$ cat src/sv/tlbat_pkg.sv
// shared types and constants for the tlb address translation block
package tlbat_pkg;

   localparam int VADDR_W  = 8;
   localparam int OFFSET_W = 3;
   localparam int PAGE_W   = VADDR_W - OFFSET_W;
   localparam int FRAME_W  = 5;
   localparam int STATUS_W = 3;

   typedef enum logic {
      REQ_TRANSLATE = 1'b0,
      REQ_WRITE     = 1'b1
   } req_kind_type;

   typedef enum logic [STATUS_W-1:0] {
      ST_HIT     = 3'd0,
      ST_MISS    = 3'd1,
      ST_FAULT   = 3'd2,
      ST_RANGE   = 3'd3,
      ST_WRITTEN = 3'd4
   } status_type;

   typedef struct packed {
      logic               en;
      logic [PAGE_W-1:0]  index;
      logic [FRAME_W-1:0] frame;
      logic               valid;
   } pt_wr_type;

   typedef struct packed {
      logic               valid;
      logic [FRAME_W-1:0] frame;
   } pt_rd_type;

   typedef struct packed {
      logic               en;
      logic [PAGE_W-1:0]  page;
      logic [FRAME_W-1:0] frame;
   } tlb_fill_type;

   typedef struct packed {
      logic               hit;
      logic [FRAME_W-1:0] frame;
   } tlb_lookup_type;

endpackage

$ cat src/sv/tlbat_req_if.sv
// request channel: translate or page table write word
interface tlbat_req_if;
   logic                             valid;
   logic                             ready;
   logic                             req_type;
   logic [tlbat_pkg::VADDR_W-1:0]    virt_addr;
   logic [tlbat_pkg::PAGE_W-1:0]     pt_index;
   logic [tlbat_pkg::FRAME_W-1:0]    pt_frame;
   logic                             pt_valid;

   modport source (output valid, req_type, virt_addr, pt_index, pt_frame, pt_valid,
                   input ready);
   modport sink   (input valid, req_type, virt_addr, pt_index, pt_frame, pt_valid,
                   output ready);
endinterface

$ cat src/sv/tlbat_rsp_if.sv
// response channel: physical address and status word
interface tlbat_rsp_if;
   logic                             valid;
   logic                             ready;
   logic [tlbat_pkg::VADDR_W-1:0]    phys_addr;
   logic [tlbat_pkg::STATUS_W-1:0]   status;

   modport source (output valid, phys_addr, status, input ready);
   modport sink   (input valid, phys_addr, status, output ready);
endinterface

$ cat src/sv/tlbat_page_table.sv
// register page table: one write port, one combinational read port
module tlbat_page_table #(
   parameter int PAGE_TOTAL = 32,
   parameter int FW         = 5
) (
   input  logic                            clock,
   input  logic                            reset,
   input  tlbat_pkg::pt_wr_type            wr,
   input  logic [tlbat_pkg::PAGE_W-1:0]    rd_page,
   output tlbat_pkg::pt_rd_type            rd
);
   import tlbat_pkg::*;

   localparam int PIW = (PAGE_TOTAL > 1) ? $clog2(PAGE_TOTAL) : 1;

   logic          valid_ff [PAGE_TOTAL];
   logic [FW-1:0] frame_ff [PAGE_TOTAL];

   always_ff @(posedge clock) begin
      if (reset) begin
         for (int i = 0; i < PAGE_TOTAL; i++) begin
            valid_ff[i] <= 1'b0;
         end
      end else if (wr.en) begin
         valid_ff[wr.index[PIW-1:0]] <= wr.valid;
      end
   end

   always_ff @(posedge clock) begin
      if (wr.en) begin
         frame_ff[wr.index[PIW-1:0]] <= wr.frame[FW-1:0];
      end
   end

   // caller only uses this for in-range pages
   always_comb begin
      rd.valid = valid_ff[rd_page[PIW-1:0]];
      rd.frame = FRAME_W'(frame_ff[rd_page[PIW-1:0]]);
   end

endmodule

$ cat src/sv/tlbat_tlb.sv
// fully associative tlb with fifo victim pointer
module tlbat_tlb #(
   parameter int TLB_ENTRIES = 4,
   parameter int FW          = 5
) (
   input  logic                            clock,
   input  logic                            reset,
   input  logic [tlbat_pkg::PAGE_W-1:0]    lookup_page,
   input  tlbat_pkg::tlb_fill_type         fill,
   output tlbat_pkg::tlb_lookup_type       look
);
   import tlbat_pkg::*;

   localparam int VW = (TLB_ENTRIES > 1) ? $clog2(TLB_ENTRIES) : 1;
   localparam logic [VW-1:0] LAST_SLOT = VW'(TLB_ENTRIES - 1);

   logic              valid_ff [TLB_ENTRIES];
   logic [PAGE_W-1:0] page_ff  [TLB_ENTRIES];
   logic [FW-1:0]     frame_ff [TLB_ENTRIES];
   logic [VW-1:0]     victim_ff;
   logic [VW-1:0]     victim_in;

   always_comb begin
      if (victim_ff == LAST_SLOT) begin
         victim_in = '0;
      end else begin
         victim_in = victim_ff + VW'(1);
      end
   end

   always_ff @(posedge clock) begin
      if (reset) begin
         victim_ff <= '0;
         for (int i = 0; i < TLB_ENTRIES; i++) begin
            valid_ff[i] <= 1'b0;
         end
      end else if (fill.en) begin
         victim_ff           <= victim_in;
         valid_ff[victim_ff] <= 1'b1;
      end
   end

   always_ff @(posedge clock) begin
      if (fill.en) begin
         page_ff[victim_ff]  <= fill.page;
         frame_ff[victim_ff] <= fill.frame[FW-1:0];
      end
   end

   // scan from the top so the lowest matching slot wins
   always_comb begin
      look.hit   = 1'b0;
      look.frame = '0;
      for (int i = TLB_ENTRIES - 1; i >= 0; i--) begin
         if (valid_ff[i] && (page_ff[i] == lookup_page)) begin
            look.hit   = 1'b1;
            look.frame = FRAME_W'(frame_ff[i]);
         end
      end
   end

endmodule

$ cat src/sv/tlb_address_translation.sv
// Small MMU: translates an 8-bit virtual address (page in bits 7..3, offset in bits 2..0)
// through a fully associative TLB with FIFO replacement backed by a register page table,
// and writes page table entries on request. Each request word is registered on acceptance,
// then looked up and resolved from the input register (TLB compare, page table read, TLB fill
// and victim advance), and lands in the result register as the TLB fill and victim advance
// take effect; one word per cycle is sustained while rsp is ready, and a full result register
// that rsp does not take stalls the input. A word always sees the state left by the one before.
// Page numbers at or above PAGE_TOTAL answer status 3 with address 0. Page table writes do not
// flush the TLB, so a cached translation stays in use until its slot is replaced.
module tlb_address_translation #(
   parameter int PAGE_TOTAL  = 32,
   parameter int TLB_ENTRIES = 4,
   parameter int FRAME_BITS  = 5
) (
   input  logic         clock,
   input  logic         reset,
   tlbat_req_if.sink    req,
   tlbat_rsp_if.source  rsp
);
   import tlbat_pkg::*;

   localparam int FW = (FRAME_BITS < FRAME_W) ? FRAME_BITS : FRAME_W;
   localparam logic [PAGE_W:0] PAGE_LIMIT = (PAGE_W + 1)'(PAGE_TOTAL);

   // input register
   logic                in_valid_ff;
   req_kind_type        in_type_ff;
   logic [VADDR_W-1:0]  in_vaddr_ff;
   logic [PAGE_W-1:0]   in_index_ff;
   logic [FRAME_W-1:0]  in_frame_ff;
   logic                in_pvalid_ff;

   // result register
   logic                out_valid_ff;
   logic [VADDR_W-1:0]  out_phys_ff;
   status_type          out_status_ff;

   logic                advance;
   logic [PAGE_W-1:0]   page;
   logic [OFFSET_W-1:0] offset;
   logic                page_ok;
   logic                index_ok;
   logic [VADDR_W-1:0]  phys_in;
   status_type          status_in;
   pt_wr_type           pt_wr;
   pt_rd_type           pt_rd;
   tlb_fill_type        fill;
   tlb_lookup_type      look;

   assign advance   = in_valid_ff && (!out_valid_ff || rsp.ready);
   assign req.ready = !in_valid_ff || advance;

   always_ff @(posedge clock) begin
      if (reset) begin
         in_valid_ff <= 1'b0;
      end else if (req.ready) begin
         in_valid_ff <= req.valid;
      end
   end

   always_ff @(posedge clock) begin
      if (req.valid && req.ready) begin
         in_type_ff   <= req_kind_type'(req.req_type);
         in_vaddr_ff  <= req.virt_addr;
         in_index_ff  <= req.pt_index;
         in_frame_ff  <= req.pt_frame;
         in_pvalid_ff <= req.pt_valid;
      end
   end

   assign page     = in_vaddr_ff[VADDR_W-1:OFFSET_W];
   assign offset   = in_vaddr_ff[OFFSET_W-1:0];
   assign page_ok  = {1'b0, page} < PAGE_LIMIT;
   assign index_ok = {1'b0, in_index_ff} < PAGE_LIMIT;

   tlbat_page_table #(
      .PAGE_TOTAL (PAGE_TOTAL),
      .FW         (FW)
   ) u_page_table (
      .clock   (clock),
      .reset   (reset),
      .wr      (pt_wr),
      .rd_page (page),
      .rd      (pt_rd)
   );

   tlbat_tlb #(
      .TLB_ENTRIES (TLB_ENTRIES),
      .FW          (FW)
   ) u_tlb (
      .clock       (clock),
      .reset       (reset),
      .lookup_page (page),
      .fill        (fill),
      .look        (look)
   );

   always_comb begin
      phys_in   = '0;
      status_in = ST_RANGE;
      fill.en   = 1'b0;
      fill.page = page;
      fill.frame = pt_rd.frame;
      pt_wr.en    = 1'b0;
      pt_wr.index = in_index_ff;
      pt_wr.frame = in_frame_ff;
      pt_wr.valid = in_pvalid_ff;
      priority if (in_type_ff == REQ_WRITE) begin
         if (index_ok) begin
            status_in = ST_WRITTEN;
            pt_wr.en  = advance;
         end
      end else if (!page_ok) begin
         status_in = ST_RANGE;
      end else if (look.hit) begin
         status_in = ST_HIT;
         phys_in   = {look.frame, offset};
      end else if (pt_rd.valid) begin
         status_in = ST_MISS;
         phys_in   = {pt_rd.frame, offset};
         fill.en   = advance;
      end else begin
         status_in = ST_FAULT;
      end
   end

   always_ff @(posedge clock) begin
      if (reset) begin
         out_valid_ff <= 1'b0;
      end else if (advance) begin
         out_valid_ff <= 1'b1;
      end else if (rsp.ready) begin
         out_valid_ff <= 1'b0;
      end
   end

   always_ff @(posedge clock) begin
      if (advance) begin
         out_phys_ff   <= phys_in;
         out_status_ff <= status_in;
      end
   end

   assign rsp.valid     = out_valid_ff;
   assign rsp.phys_addr = out_phys_ff;
   assign rsp.status    = out_status_ff;

endmodule

$ cat src/flat_wrapper.sv
// flat-port wrapper written by rule: the top's interface ports become plain ports
module tlb_address_translation_flat import tlbat_pkg::*;
#(
   parameter int PAGE_TOTAL  = 32,
   parameter int TLB_ENTRIES = 4,
   parameter int FRAME_BITS  = 5
)
  (clock, reset, req_valid, req_req_type, req_virt_addr, req_pt_index, req_pt_frame, req_pt_valid, req_ready, rsp_valid, rsp_phys_addr, rsp_status, rsp_ready);
  tlbat_req_if req_i ();
  tlbat_rsp_if rsp_i ();
  input  logic clock;
  input  logic reset;
  input wire logic [$bits(req_i.valid)-1:0] req_valid;
  input wire logic [$bits(req_i.req_type)-1:0] req_req_type;
  input wire logic [$bits(req_i.virt_addr)-1:0] req_virt_addr;
  input wire logic [$bits(req_i.pt_index)-1:0] req_pt_index;
  input wire logic [$bits(req_i.pt_frame)-1:0] req_pt_frame;
  input wire logic [$bits(req_i.pt_valid)-1:0] req_pt_valid;
  output wire logic [$bits(req_i.ready)-1:0] req_ready;
  output wire logic [$bits(rsp_i.valid)-1:0] rsp_valid;
  output wire logic [$bits(rsp_i.phys_addr)-1:0] rsp_phys_addr;
  output wire logic [$bits(rsp_i.status)-1:0] rsp_status;
  input wire logic [$bits(rsp_i.ready)-1:0] rsp_ready;
  assign req_i.valid = req_valid;
  assign req_i.req_type = req_req_type;
  assign req_i.virt_addr = req_virt_addr;
  assign req_i.pt_index = req_pt_index;
  assign req_i.pt_frame = req_pt_frame;
  assign req_i.pt_valid = req_pt_valid;
  assign req_ready = req_i.ready;
  assign rsp_valid = rsp_i.valid;
  assign rsp_phys_addr = rsp_i.phys_addr;
  assign rsp_status = rsp_i.status;
  assign rsp_i.ready = rsp_ready;
  tlb_address_translation #(.PAGE_TOTAL(PAGE_TOTAL), .TLB_ENTRIES(TLB_ENTRIES), .FRAME_BITS(FRAME_BITS)) u_core (.clock(clock), .reset(reset), .req(req_i), .rsp(rsp_i));
endmodule
$ cat config.mk
export PLATFORM = sky130hd
export DESIGN_NAME = tlb_address_translation_flat
export DESIGN_NICKNAME = d
export VERILOG_FILES = /design/src/sv/tlbat_pkg.sv /design/src/sv/tlbat_req_if.sv /design/src/sv/tlbat_rsp_if.sv /design/src/sv/tlbat_page_table.sv /design/src/sv/tlbat_tlb.sv /design/src/sv/tlb_address_translation.sv /design/src/flat_wrapper.sv
export SDC_FILE = /design/constraint.sdc
export NUM_CORES = 1
export LEC_CHECK = 0
export ABC_AREA = 1
export BUFFER_PORTS_ARGS = -buffer_cell sky130_fd_sc_hd__buf_2
export CAP_MARGIN = 20
export CORE_AREA = 2 2 169 171
export DETAILED_ROUTE_END_ITERATION = 16
export DIE_AREA = 0 0 171 173
export GPL_ROUTABILITY_DRIVEN = 0
export PLACE_DENSITY = 0.7
export SYNTH_ARGS = -nofsm -noshare
export SYNTH_HDL_FRONTEND = slang
export SYNTH_SLANG_ARGS = --single-unit
$ cat constraint.sdc
create_clock -name clock -period 2.7 [get_ports clock]
set_input_delay 0.81 -clock clock [delete_from_list [all_inputs] [get_ports clock]]
set_output_delay 0.81 -clock clock [all_outputs]
set_load 0.05 [all_outputs]
==> results of run 1 <==
==> cell type report <==
type,count,area (sq um)
clock buffer,32,694.4
timing repair buffer,93,695.7
multi-input combinational,672,2963
sequential,276,8200
clock inverter,16,160.2
fill,2494,14060
tap,378,473.0
inverter,100,380.4
==> flip-flops by register name, summed over array words and instances (netlist names), named ones only <==
signal / cells
u_core.in_pvalid_ff: 1
u_core.in_index_ff: 5
u_core.u_page_table.valid_ff: 32
u_core.u_tlb.frame_ff: 20
u_core.in_frame_ff: 5
u_core.rsp.valid: 1
u_core.u_tlb.page_ff: 20
u_core.rsp.status: 3
u_core.in_type_ff: 1
u_core.in_valid_ff: 1
u_core.u_tlb.valid_ff: 4
u_core.rsp.phys_addr: 8
u_core.u_tlb.victim_ff: 2
u_core.in_vaddr_ff: 8
u_core.u_page_table.frame_ff: 160
==> synth_stat cells, types with 2 or more instances <==
cell	count	area share, %
o21ai_0	36	1.5
nor2_1	138	4.4
ha_1	4	0.42
inv_1	94	3.0
inv_2	2	0.063
nand2_1	318	10
nor3_1	5	0.21
edfxtp_1	267	68
buf_2	16	0.68
nand3_1	73	3.1
nand3_2	5	0.42
buf_1	6	0.19
dfxtp_1	9	1.5
nand4_1	2	0.11
buf_4	7	0.44
buf_6	8	0.76
o31ai_1	20	1.3
o211ai_1	4	0.25
a21oi_1	57	2.4
clkinv_1	3	0.095
xor2_1	4	0.30
clkbuf_1	9	0.29
==> cells by family after synthesis <==
| kind of cell | after synthesis |
|---|---|
| XOR/XNOR | 4 |
| AND/OR/NAND/NOR | 546 |
| flip-flops | 276 |
| adder cells (fa/ha/maj) | 4 |
| buffers and inverters | 147 |
| AO/OA/AOI/OAI | 118 |
==> metrics by stage <==
stage                     cells  util (%)  area (sq um)  setup slack, ns  hold slack (ns)
after floorplan            1095         -         11840           0.1078           0.4771
after CTS                  1567     49.10         13570           0.3478           0.4414
final                      1567     49.10         13570           0.3545           0.4535
after global placement     1519     46.01         12710           0.2803           0.5074
after global routing       1567     49.10         13570           0.1461           0.4382
after detailed placement   1519     46.01         12710           0.2529           0.4994
==> power by group through the flow <==
stage | sequential, mW | clock [mW] | combinational [mW]
6_report | 4.82 | 3.64 | 0.785
5_1_grt | 4.83 | 3.86 | 0.859
4_1_cts | 4.82 | 3.70 | 0.783
3_5_place_dp | 4.91 | 0 | 0.777
3_3_place_gp | 4.91 | 0 | 0.762
2_1_floorplan | 4.96 | 0 | 0.464
==> routing by layer <==
layer | track usage, % | vias up
met4 | 5.261 | 0
met2 | 31.10 | 299
met1 | 24.11 | 3819
met3 | 2.289 | 49
li1 | - | 3828
met5 | 0 | -
==> critical path, stage by stage (launching register included) <==
cell     delay (ns)
dfxtp_2        0.39
buf_4          0.34
buf_4          0.27
nand2_1        0.07
nand3_1        0.10
nand2_1        0.09
a21oi_1        0.14
o31ai_1        0.12
nand2_1        0.11
nand2_1        0.05
nand2_1        0.19
nand2_1        0.11
a21oi_1        0.19
==> worst paths after layout <==
kind / startpoint / to / slack (ns) / cells after the start
max: register / u_core.rsp.phys_addr[3] / 0.35 / 12
min: req_pt_frame[0] / u_core.in_frame_ff[0] / 0.45 / 1
max reg2reg: register / u_core.rsp.phys_addr[3] / 0.35 / 12
min reg2reg: u_core.rsp.valid / u_core.rsp.valid / 0.52 / 2
==> impl_results.md, run 1 <==
* Core ar. at 27630 sq um
* WP data required at 3.07 ns
* Antenna Nets Post-Route at 0
* Pwr/cell area at 681.6 nW/um^2
* CTS tree: yes
* Post-synthesis register bit count at 276
* Nets@finish at 1198
* Total length of routed met3 wires at 1828 microns
* CP Data Arrival Time at 2.71 ns
* Total grt overflow at 0
* Via/cell ratio at 5.102
* CTS Buffer Depth at 3
* Worst rel slew slack at 50.97%
* Die ar. at 29580 sq um
* Mux share of post-synthesis cell area at 0%
* Syn_area_per_cell at 10.81 sq um
* N_diodes at 0
* RSZ-0062 raised after global routing: no
* Root Driver: clkbuf_16
* Antenna violations before repair at 0
* Vias in the first global route at 7856
* DRC Markers at 0
* Worst setup SP type: register
* WL/cell at 17.03 microns
* CTS buffer count at 27
* Post-synthesis compound-gate area fraction at 5.519%
* Die height at 173 microns
* Num Clock Sinks at 276
* FMAX at 426.4 MHz
* Number of max-cap violations at 0
* Setup TNS at 0 ns
* Largest net degree at the start of global routing at 64
* Outcome: finished clean
* Ports at 37
* Psw at 2.134 mW
* Most frequent cells in the layout: 318 x nand2_1, 267 x edfxtp_1, 138 x nor2_1
* Met1 wire length at 10950 microns
* Synth Warn # at 0
* Hold_buf cts at 0
* Starting Density at 42.84%
* Via count at 7995
* Most common cell after layout, fill and taps aside: nand2_1
* Detailed Route Iter0 Violations at 679
* Number of flops mapped to enable cells by yosys at 267
* Die Width at 171 microns
* # port buffers at 36
* Met2 wire len at 13260 microns
* Endpoints failing setup at 0
* Max Slew Vio Count at 0
* Final WL at 26680 microns
* CP Class: reg2reg
* Area Overhead vs Synth at 14.63%
* Fin crit period at 2.345 ns
* Largest family of logic cells by synthesized area: simple AND/OR/NAND/NOR gates
* Fin Clk Skew at 0.008662 ns
* Worst Hold Class: in2reg
* FP Rows at 61
* Synth Flop Type: edfxtp_1
* Flop pwr share at 52.2%
* First-pass GRT wire length at 41820 microns
* Asr flop ratio synth at 0%
* Switching share of power at 23.08%
* Worst-Skew Late Latency at 0.53 ns
* Worst Path Max Fanout at 29
* Adder-cell area share of the yosys netlist at 0.4229%
* Post-Synthesis Cells at 1095
* Final Total Pwr at 9.247 mW
* Comb power frac at 8.5%
* Top routing layer in use: met4
* Final period utilization at 86.87%
* Post-synthesis sequential area ratio at 69.27%
* VDD IR max at 0.0006312 V
* Simple-gate share of the synthesized area at 18.80%
* # Post-CTS Setup Buffers at 0
* Share of post-route cells with drive strength above 1 at 12.36%
* Post-DP HPWL at 17020 microns
* Worst Tran Pin Value at 0.7344 ns
* H-Tree Depth at 1
* Internal power at 7.113 mW
* All-Layer GR Usage at 18.12%
* Syn nets at 1123
* Synth Area in XOR/XNOR at 0.2960%
* CP endpoint kind: register
* Reg clk slew, reported paths at 0.07 ns
* Clk pwr share at 39.4%
* Yosys cell types at 30
* PostCTS Resize Cnt at 0
* Final hold vios at 0
* First-pass DRT Iterations at 5
* Leakage at 5.243 nW
* Mapped Area at 11840 sq um
Power figures use the tool's default switching activity.
==> run 2, diff against run 1 <==
Clock period 2.7 ns to 2.6 ns, I/O delays scaled along.
==> run 2 against run 1 <==
Compared with the run above:
- register-to-register slack got worse by 0.15 ns
- worst hold slack got worse by 0.039 ns
- maximum frequency fell by 2.2%
- via count rose by 1.0%
- non-clock buffer count rose by 1
- total power rose by 10%
- critical endpoint unchanged
- highest routed layer unchanged
==> impl_results.md, run 2 (synthesis results as in run 1) <==
* Outcome: finished clean
* Post-DP HPWL at 17070 microns
* Via count at 8075
* Switching share of power at 22.56%
* Flop pwr share at 49.1%
* Area Overhead vs Synth at 15.84%
* WL/cell at 17.33 microns
* Reg clk slew, reported paths at 0.06 ns
* Worst Path Max Fanout at 11
* Max Slew Vio Count at 0
* Final WL at 27230 microns
* Largest net degree at the start of global routing at 64
* CTS buffer count at 28
* GR Layer Usage met2 at 31.49%
* CTS tree: yes
* Fin Clk Skew at 0.01206 ns
* Worst setup SP type: register
* Pwr/cell area at 744.3 nW/um^2
* H-Tree Depth at 1
* First-pass GRT wire length at 43150 microns
* Met1 Use GR at 24.54%
* Final period utilization at 92.25%
* Num Clock Sinks at 276
* Largest regs: u_core.u_page_table.frame_ff x160, u_core.u_page_table.valid_ff x32
* CP endpoint kind: register
* Internal power at 7.902 mW
* N_diodes at 0
* DP Cell Count at 1520
* Biggest register: u_core.u_page_table.frame_ff
* # Post-CTS Setup Buffers at 0
* Comb power frac at 8.0%
* Total grt overflow at 0
* VDD IR max at 0.0007219 V
* DRC Markers at 0
* Die height at 173 microns
* Antenna Nets Post-Route at 0
* PostCTS Resize Cnt at 0
* CP Data Arrival Time at 2.68 ns
* Most common cell after layout, fill and taps aside: nand2_1
* Fin crit period at 2.398 ns
* RSZ-0062 raised after global routing: no
* Worst Hold Class: in2reg
* Core ar. at 27630 sq um
* Root Driver: clkbuf_16
* Final Non-Filler Cells at 1571
* Ports at 37
* Setup TNS at 0 ns
* Starting Density at 42.84%
* Worst rel slew slack at 51.51%
* Vias in the first global route at 8053
* Dpl ws at 0.1663 ns
* Final instance area at 13710 sq um
* Endpoints failing setup at 0
* Share of post-route cells with drive strength above 1 at 12.91%
* Clk pwr share at 42.9%
* Worst Tran Pin Value at 0.7263 ns
* Nets@finish at 1200
* First-pass DRT Iterations at 5
* CTS Buffer Depth at 3
* Worst-Skew Late Latency at 0.54 ns
* Antenna violations before repair at 0
* Psw at 2.302 mW
* FP Rows at 61
* Die ar. at 29580 sq um
* Die Width at 171 microns
* Via/cell ratio at 5.140
* Number of max-cap violations at 0
* Met3 usage at 2.518%
* FMAX at 416.9 MHz
* Final hold vios at 0
* Setup WS post-layout at 0.2015 ns
* CP Class: reg2reg
* Max reg flops at 160
* WP data required at 2.88 ns
* # port buffers at 36
* All-Layer GR Usage at 18.65%
* Detailed Route Iter0 Violations at 794
* R2R setup slack at 0.20 ns
* Leakage at 5.309 nW
* GRT busiest layer: met2
* Hold_buf cts at 0
* Most frequent cells in the layout: 318 x nand2_1, 267 x edfxtp_1, 138 x nor2_1
* Post-placement cell area at 12690 sq um
## run 2: changes by cell type in the layout (fill, tap and decap cells not counted)
cell	delta
bufinv_16	+4
buf_4	+3
clkbuf_1	-3
buf_12	-2
clkbuf_16	+2
clkinvlp_4	+2
clkinv_2	-1
clkinv_4	-1
## run 2: area by class of cell
type | count | area, sq um
clock buffers | 31 | 733.2
multi-input cells | 672 | 2963
clock inverters | 20 | 281.5
well taps | 378 | 473.0
repair buffers | 94 | 678.2
inverters | 100 | 380.4
flip-flops and latches | 276 | 8200
fillers | 2446 | 13920
## run 2: power by group through the flow
stage / clock network [mW] / logic (mW) / registers (mW)
floorplan: 0 / 0.482 / 5.15
global placement: 0 / 0.788 / 5.10
detailed placement: 0 / 0.802 / 5.10
CTS: 4.43 / 0.810 / 5.01
global route: 4.61 / 0.890 / 5.02
finish: 4.38 / 0.813 / 5.01
## run 2: worst max-delay path: stages (launching register included)
cell and delay, ns:
dfxtp_1 0.34, clkinv_1 0.42, buf_4 0.35, o31ai_1 0.47
nand2_1 0.13, nand2_1 0.08, nand2_1 0.16, nand2_1 0.11
a21oi_1 0.08
## run 2: metal layers
layer | up-vias | wire, microns
li1 | 3832 | -
met1 | 3871 | 11210
met2 | 311 | 13400
met3 | 61 | 1763
met4 | 0 | 849
met5 | - | 0
## run 2: path summary, 6_finish.rpt
check / startpoint / end / cells past startpoint
worst max-delay path: register / u_core.rsp.phys_addr[3] / 8
worst max register to register: register / u_core.rsp.phys_addr[3] / 8
worst min-delay path: req_virt_addr[2] / u_core.in_vaddr_ff[2] / 1
worst min register to register: u_core.rsp.valid / u_core.rsp.valid / 2
## run 2: stage by stage
stage	util (%)	power [mW]	hold WS, ns
after floorplan	-	5.628	0.4771
after global placement	45.95	5.892	0.5033
after detailed placement	45.95	5.907	0.5225
after CTS	49.62	10.25	0.3994
after global routing	49.62	10.52	0.3938
final	49.62	10.20	0.4147
